--- config.mk ---
export PLATFORM = sky130hd
export DESIGN_NAME = directional_slot_allocator
export DESIGN_NICKNAME = d
export VERILOG_FILES = /design/src/hw/rtl/dsa_pkg.sv /design/src/hw/rtl/directional_slot_allocator.sv /design/src/hw/rtl/dsa_map.sv /design/src/hw/rtl/dsa_seq.sv
export SDC_FILE = /design/constraint.sdc
export NUM_CORES = 1
export LEC_CHECK = 0
export ABC_CLOCK_PERIOD_IN_PS = 5950
export BUFFER_PORTS_ARGS = -buffer_cell sky130_fd_sc_hd__buf_4
export CAP_MARGIN = 20
export CORE_UTILIZATION = 60
export CTS_CLUSTER_SIZE = 8
export DETAILED_ROUTE_END_ITERATION = 7
export PLACE_DENSITY = 0.81
export SETUP_SLACK_MARGIN = 0.05
export SYNTH_ARGS = -nofsm -noshare
export SYNTH_HDL_FRONTEND = slang
export SYNTH_HIERARCHICAL = 1
export SYNTH_SLANG_ARGS = --single-unit
--- constraint.sdc ---
create_clock -name aclk -period 5.95 [get_ports aclk]
set_input_delay 0.8925 -clock aclk [delete_from_list [all_inputs] [get_ports aclk]]
set_output_delay 0.8925 -clock aclk [all_outputs]
set_load 0.01 [all_outputs]
--- src/hw/rtl/dsa_pkg.sv ---
// ----------------------------------------------------------------------------
// dsa_pkg
// types and constants shared by the slot allocator modules
// ----------------------------------------------------------------------------
`default_nettype none

package dsa_pkg;

    localparam int SLOT_W = 7;
    localparam int CNT_W  = 8;

    localparam logic [1:0] REQ_ALLOC = 2'd0;
    localparam logic [1:0] REQ_FREE  = 2'd1;
    localparam logic [1:0] REQ_CLEAR = 2'd2;

    typedef struct packed {
        logic [1:0]        req_type;
        logic [SLOT_W-1:0] slot_index;
        logic              search_down;
    } in_item_t;

    typedef struct packed {
        logic [SLOT_W-1:0] granted_slot;
        logic              found_free;
        logic [SLOT_W-1:0] slot_count;
    } out_item_t;

    typedef struct packed {
        logic              set_one;
        logic              clr_one;
        logic              clr_all;
        logic [SLOT_W-1:0] addr;
    } map_cmd_t;

    typedef enum logic [1:0] {
        ST_IDLE,
        ST_SCAN,
        ST_COMMIT
    } seq_state_t;

endpackage

`default_nettype wire

--- src/hw/rtl/directional_slot_allocator.sv ---
// ----------------------------------------------------------------------------
// directional_slot_allocator
// first-fit slot allocator with upward or downward scan and high-water count
// ----------------------------------------------------------------------------
//  channel   ports                          carries
//  input     s_valid, s_ready, s_item       req_type, slot_index, search_down
//  result    m_valid, m_ready, m_item       granted_slot, found_free, slot_count
//
//  allocate: accept, then scan (one used bit per cycle through the single map
//  read port), then commit
//  free, clear and unknown requests: accept, then commit
//  aresetn is synchronous active low and clears the map and the count at once
//  a result waits in the output register; the next item is accepted and
//  scanned meanwhile, and its commit waits until the output register is free
// ----------------------------------------------------------------------------
`default_nettype none

module directional_slot_allocator #(
    parameter int SLOTS = 80
) (
    input  wire logic               aclk,
    input  wire logic               aresetn,
    input  wire logic               s_valid,
    output logic                    s_ready,
    input  wire dsa_pkg::in_item_t  s_item,
    output logic                    m_valid,
    input  wire logic               m_ready,
    output dsa_pkg::out_item_t      m_item
);
    import dsa_pkg::*;

    logic [SLOT_W-1:0] rd_addr;
    logic              rd_bit;
    map_cmd_t          cmd;

    dsa_seq #(
        .SLOTS(SLOTS)
    ) u_seq (
        .aclk    (aclk),
        .aresetn (aresetn),
        .s_valid (s_valid),
        .s_ready (s_ready),
        .s_item  (s_item),
        .m_valid (m_valid),
        .m_ready (m_ready),
        .m_item  (m_item),
        .rd_addr (rd_addr),
        .rd_bit  (rd_bit),
        .cmd     (cmd)
    );

    dsa_map #(
        .SLOTS(SLOTS)
    ) u_map (
        .aclk    (aclk),
        .aresetn (aresetn),
        .rd_addr (rd_addr),
        .rd_bit  (rd_bit),
        .cmd     (cmd)
    );

endmodule

`default_nettype wire

--- src/hw/rtl/dsa_map.sv ---
// ----------------------------------------------------------------------------
// dsa_map
// used-bit map, one bit per slot, single read port and update port
// ----------------------------------------------------------------------------
`default_nettype none

module dsa_map #(
    parameter int SLOTS = 80
) (
    input  wire logic                      aclk,
    input  wire logic                      aresetn,
    input  wire logic [dsa_pkg::SLOT_W-1:0] rd_addr,
    output logic                           rd_bit,
    input  wire dsa_pkg::map_cmd_t         cmd
);
    import dsa_pkg::*;

    localparam int IDX_W = (SLOTS > 1) ? $clog2(SLOTS) : 1;

    logic [SLOTS-1:0] used_reg;
    logic [SLOTS-1:0] used_next;

    always_comb begin
        used_next = used_reg;
        if (cmd.clr_all) begin
            used_next = '0;
        end else if (cmd.set_one) begin
            used_next[cmd.addr[IDX_W-1:0]] = 1'b1;
        end else if (cmd.clr_one) begin
            used_next[cmd.addr[IDX_W-1:0]] = 1'b0;
        end
    end

    always_ff @(posedge aclk) begin
        if (!aresetn) begin
            used_reg <= '0;
        end else begin
            used_reg <= used_next;
        end
    end

    assign rd_bit = used_reg[rd_addr[IDX_W-1:0]];

endmodule

`default_nettype wire

--- src/hw/rtl/dsa_seq.sv ---
// ----------------------------------------------------------------------------
// dsa_seq
// request sequencer: scan pointer, high-water count and result register
// ----------------------------------------------------------------------------
`default_nettype none

module dsa_seq #(
    parameter int SLOTS = 80
) (
    input  wire logic                       aclk,
    input  wire logic                       aresetn,
    input  wire logic                       s_valid,
    output logic                            s_ready,
    input  wire dsa_pkg::in_item_t          s_item,
    output logic                            m_valid,
    input  wire logic                       m_ready,
    output dsa_pkg::out_item_t              m_item,
    output logic [dsa_pkg::SLOT_W-1:0]      rd_addr,
    input  wire logic                       rd_bit,
    output dsa_pkg::map_cmd_t               cmd
);
    import dsa_pkg::*;

    localparam logic [CNT_W-1:0]  SLOT_CNT = CNT_W'(SLOTS);
    localparam logic [SLOT_W-1:0] LAST     = SLOT_W'(SLOTS - 1);

    seq_state_t        state_reg, state_next;
    logic [1:0]        req_reg, req_next;
    logic [SLOT_W-1:0] idx_reg, idx_next;
    logic              down_reg, down_next;
    logic [SLOT_W-1:0] ptr_reg, ptr_next;
    logic              found_reg, found_next;
    logic [CNT_W-1:0]  hw_reg, hw_next;
    logic              m_valid_reg, m_valid_next;
    out_item_t         out_reg, out_next;

    logic              accept;
    logic              at_end;
    logic              scan_stop;
    logic              commit_go;
    logic [SLOT_W-1:0] start_slot;

    assign s_ready    = (state_reg == ST_IDLE);
    assign accept     = s_valid && s_ready;
    assign at_end     = down_reg ? (ptr_reg == '0) : (ptr_reg == LAST);
    assign scan_stop  = !rd_bit || at_end;
    assign commit_go  = (state_reg == ST_COMMIT) && (!m_valid_reg || m_ready);
    assign start_slot = ({1'b0, s_item.slot_index} >= SLOT_CNT) ? LAST : s_item.slot_index;
    assign rd_addr    = ptr_reg;

    // next state
    always_comb begin
        state_next = state_reg;
        unique case (state_reg)
            ST_IDLE: begin
                if (accept) begin
                    state_next = (s_item.req_type == REQ_ALLOC) ? ST_SCAN : ST_COMMIT;
                end
            end
            ST_SCAN: begin
                if (scan_stop) begin
                    state_next = ST_COMMIT;
                end
            end
            ST_COMMIT: begin
                if (commit_go) begin
                    state_next = ST_IDLE;
                end
            end
            default: state_next = ST_IDLE;
        endcase
    end

    // datapath and outputs
    always_comb begin
        req_next     = req_reg;
        idx_next     = idx_reg;
        down_next    = down_reg;
        ptr_next     = ptr_reg;
        found_next   = found_reg;
        hw_next      = hw_reg;
        out_next     = out_reg;
        m_valid_next = m_valid_reg && !m_ready;
        cmd          = '0;
        cmd.addr     = ptr_reg;

        unique case (state_reg)
            ST_IDLE: begin
                if (accept) begin
                    req_next   = s_item.req_type;
                    idx_next   = s_item.slot_index;
                    down_next  = s_item.search_down;
                    ptr_next   = start_slot;
                    found_next = 1'b0;
                end
            end
            ST_SCAN: begin
                if (scan_stop) begin
                    found_next = !rd_bit;
                end else if (down_reg) begin
                    ptr_next = ptr_reg - 1'b1;
                end else begin
                    ptr_next = ptr_reg + 1'b1;
                end
            end
            ST_COMMIT: begin
                if (commit_go) begin
                    out_next.granted_slot = '0;
                    out_next.found_free   = 1'b0;
                    unique case (req_reg)
                        REQ_ALLOC: begin
                            cmd.set_one           = 1'b1;
                            out_next.granted_slot = ptr_reg;
                            out_next.found_free   = found_reg;
                            if ({1'b0, ptr_reg} >= hw_reg) begin
                                hw_next = {1'b0, ptr_reg} + 1'b1;
                            end
                        end
                        REQ_FREE: begin
                            cmd.addr = idx_reg;
                            if (({1'b0, idx_reg} < hw_reg) && ({1'b0, idx_reg} < SLOT_CNT)) begin
                                cmd.clr_one = 1'b1;
                                if ({1'b0, idx_reg} + 1'b1 == hw_reg) begin
                                    hw_next = hw_reg - 1'b1;
                                end
                            end
                        end
                        REQ_CLEAR: begin
                            cmd.clr_all = 1'b1;
                            hw_next     = '0;
                        end
                        default: begin
                        end
                    endcase
                    out_next.slot_count = hw_next[SLOT_W-1:0];
                    m_valid_next        = 1'b1;
                end
            end
            default: begin
            end
        endcase
    end

    always_ff @(posedge aclk) begin
        if (!aresetn) begin
            state_reg   <= ST_IDLE;
            hw_reg      <= '0;
            m_valid_reg <= 1'b0;
        end else begin
            state_reg   <= state_next;
            hw_reg      <= hw_next;
            m_valid_reg <= m_valid_next;
        end
    end

    always_ff @(posedge aclk) begin
        req_reg   <= req_next;
        idx_reg   <= idx_next;
        down_reg  <= down_next;
        ptr_reg   <= ptr_next;
        found_reg <= found_next;
        out_reg   <= out_next;
    end

    assign m_valid = m_valid_reg;
    assign m_item  = out_reg;

endmodule

`default_nettype wire

==> results.py <==
metrics = {
    "logic_synthesis": {
        "synthArstFlopShare": 0,
        "synthXorXnorAreaFrac": 0.0294,
        "synth_compound_area_frac": 0.126,
        "yosys.area_share.simple": 0.205,
        "synth_seq_cells": 124,
        "synth_top_family_by_area": "simple AND/OR/NAND/NOR gates",
        "ys.flop_type": "dfxtp_1",
        "synth-adder-area-share": 0.0431,
        "ys_types": 62,
        "syn_avg_cell_area_um2": 9.03,
        "yosys_warnings": 6,
        "syn_inst": 792,
        "synth_edf_count": 33,
        "ys_seq_area_frac": 0.393,
        "synthesis.area_um2": 7150,
        "synth.area.mux_share": 0.162,
        "synth_fp_nets": 830,
    },
    "worst_setup_path": {
        "path_common_cell": "nor2_1",
        "cp.arrival_ns": 4.38,
        "r2r_setup_slack_ns": 1.84,
        "crit_family": "simple AND/OR/NAND/NOR gates",
        "slowest_stage": "buf_4",
        "critical_path_class": "flop to flop",
        "critical_path.cell_chain": "inv_1, nand2_1, nor2_4, buf_4, o21ba_2, nand3_1, nor2_1, mux2i_1, nor2_1",
        "cp_max_fo": 70,
        "cp-start-kind": "flop",
        "cpPeakStageDelay_ns": 0.65,
        "cp.buffers_inverters": 2,
        "reg2reg_depth": 9,
        "cp_data_required_time_ns": 6.22,
        "setup.worst_path.end_class": "flop",
        "r2r-start": "u_seq/req_reg[0]",
    },
    "clock_tree": {
        "cts_root_buf": "clkbuf_16",
        "worstSkewPairLatency_ns": 0.42,
        "cts_htree_levels": 4,
        "cts_setup_buffers": 0,
        "clock-sinks": 124,
        "cts_buffer_depth": 2,
        "path_clk_slew_ns": 0.06,
        "cts_hold_buf": 0,
        "cts_tree": "yes",
        "cts_resized": 0,
        "cts_buffers": 17,
    },
    "hold_path": {
        "hold_class": "flop to flop",
        "worstHoldPathCells": 2,
    },
    "drt": {
        "drc": 6,
        "via_count": 6143,
        "via_per_inst": 6.44,
        "drt_wl_total_um": 18600,
        "antenna_left": 0,
        "drt-pass1-iter-count": 7,
        "wl_per_cell_um": 19.5,
        "drt_iter0_drc": 700,
    },
    "timing": {
        "fmax_mhz": 243,
        "setup_tns_ns": 0,
        "worst_pin_slew_ns": 0.827,
        "slew_headroom": 0.448,
        "drv_slew": 0,
        "whs_ns": 0.481,
        "finalHoldViolCount": 0,
        "period_share": 0.691,
        "rsz0062_at_grt": "false",
        "setup_slack_ns": 1.84,
        "setup_viol": 0,
        "clock_skew_ns": 0.00787,
        "finalCriticalPeriod_ns": 4.11,
    },
    "floorplan": {
        "die_width_um": 111,
        "placementRows": 39,
        "pin_count": 31,
        "die_h_um": 111,
        "start_util": 0.621,
        "core-area_um2": 11500,
        "die-area_um2": 12400,
    },
    "power_and_ir_drop": {
        "ir_drop_v": 0.000193,
        "power.total_mw": 2.17,
        "power_leakage_nw": 2.91,
        "p_per_area_nw_per_um2": 272,
    },
    "cells_and_area": {
        "postLayoutCellArea_um2": 7970,
        "drive_above_1_share": 0.117,
        "fill_cells": 857,
        "final_cell_mix": "nor2_1, dfxtp_1, mux2i_1",
        "fin_util": 0.692,
        "final_common_cell": "nor2_1",
        "nNetsFinal": 837,
        "ff_latch_area_um2": 2810,
        "stdcell_count": 954,
        "syn2layout_area_growth_pct": 11.5,
        "multi_input_area_um2": 4060,
        "antenna_cells": 0,
    },
    "placed_design": {
        "pre_cts_ws_ns": 1.89,
        "routabilityCongestion": 0.927,
        "hpwl_um": 12200,
        "portBuffers": 30,
        "dp_cells": 923,
        "place_area_um2": 7400,
    },
    "global_route": {
        "grt_overflow": 0,
        "first_global_vias": 5936,
        "grt_max_degree": 81,
        "grt_pass1_wl_um": 30300,
        "antenna_found_initial": 0,
        "grt_usage": 0.314,
    },
    "flow_run": {
        "max_cap_viol_count": 0,
    },
    "status": {
        "status": "finished, violations left",
        "violations": "DRC",
    },
}
cell type report:
class,instances,share of cell area
Multi-Input combinational cell,600,0.509
Sequential cell,124,0.353
Clock buffer,22,0.0623
Timing Repair Buffer,37,0.0348
Tap cell,143,0.0224
Clock inverter,9,0.0102
Inverter,19,0.00894
worst min-delay path: cells and delay by family (launching register included):
| family | cells | cell delay [ns] |
|---|---|---|
| AOI/OAI and AO/OA | 2 | 0.13 |
| DFF | 1 | 0.30 |
cell usage after synthesis (all sizes together), types with 19 or more instances:
cell / number / area share
nand3: 28 / 0.020
nand2: 60 / 0.032
dfxtp: 91 / 0.25
edfxtp: 33 / 0.14
o21ai: 45 / 0.032
buf: 23 / 0.017
mux4: 19 / 0.061
clkbuf: 26 / 0.014
nor2: 148 / 0.078
inv: 19 / 0.010
ha: 23 / 0.040
a21oi: 47 / 0.033
mux2i: 63 / 0.088
metal layers:
| layer | wire length, um | track usage | share of wire | vias up |
|---|---|---|---|---|
| li1 | - | - | - | 2837 |
| met1 | 7830 | 0.421 | 0.42 | 2941 |
| met2 | 8700 | 0.485 | 0.47 | 322 |
| met3 | 1650 | 0.0683 | 0.089 | 43 |
| met4 | 425 | 0.147 | 0.023 | 0 |
| met5 | 0 | 0 | 0 | - |
how the worst max path moves through the flow:
| stage | start | end | slack (ns) | cells past startpoint |
|---|---|---|---|---|
| final | u_seq/req_reg[0] | flop | 1.84 | 9 |
| after global routing | u_seq/req_reg[0] | flop | 1.73 | 9 |
| after CTS | u_seq/req_reg[0] | flop | 2.05 | 9 |
| after detailed placement | m_ready | flop | 1.89 | 12 |
| after global placement | m_ready | flop | 2.10 | 12 |
| after floorplan | m_ready | flop | 2.08 | 13 |
report_power, final:
group | internal [mW] | total [mW] | switching [mW]
logic | 0.0907 | 0.251 | 0.161
registers | 0.888 | 0.918 | 0.0298
clock network | 0.632 | 1.00 | 0.371
total | 1.61 | 2.17 | 0.562
kinds of logic after synthesis:
logic type / Yosys count
AND/OR/NAND/NOR: 315
AO/OA/AOI/OAI: 147
flip-flops: 124
multiplexers: 90
buffers and inverters: 68
XOR/XNOR: 24
adder cells (fa/ha/maj): 24
Power figures use the tool's default switching activity.
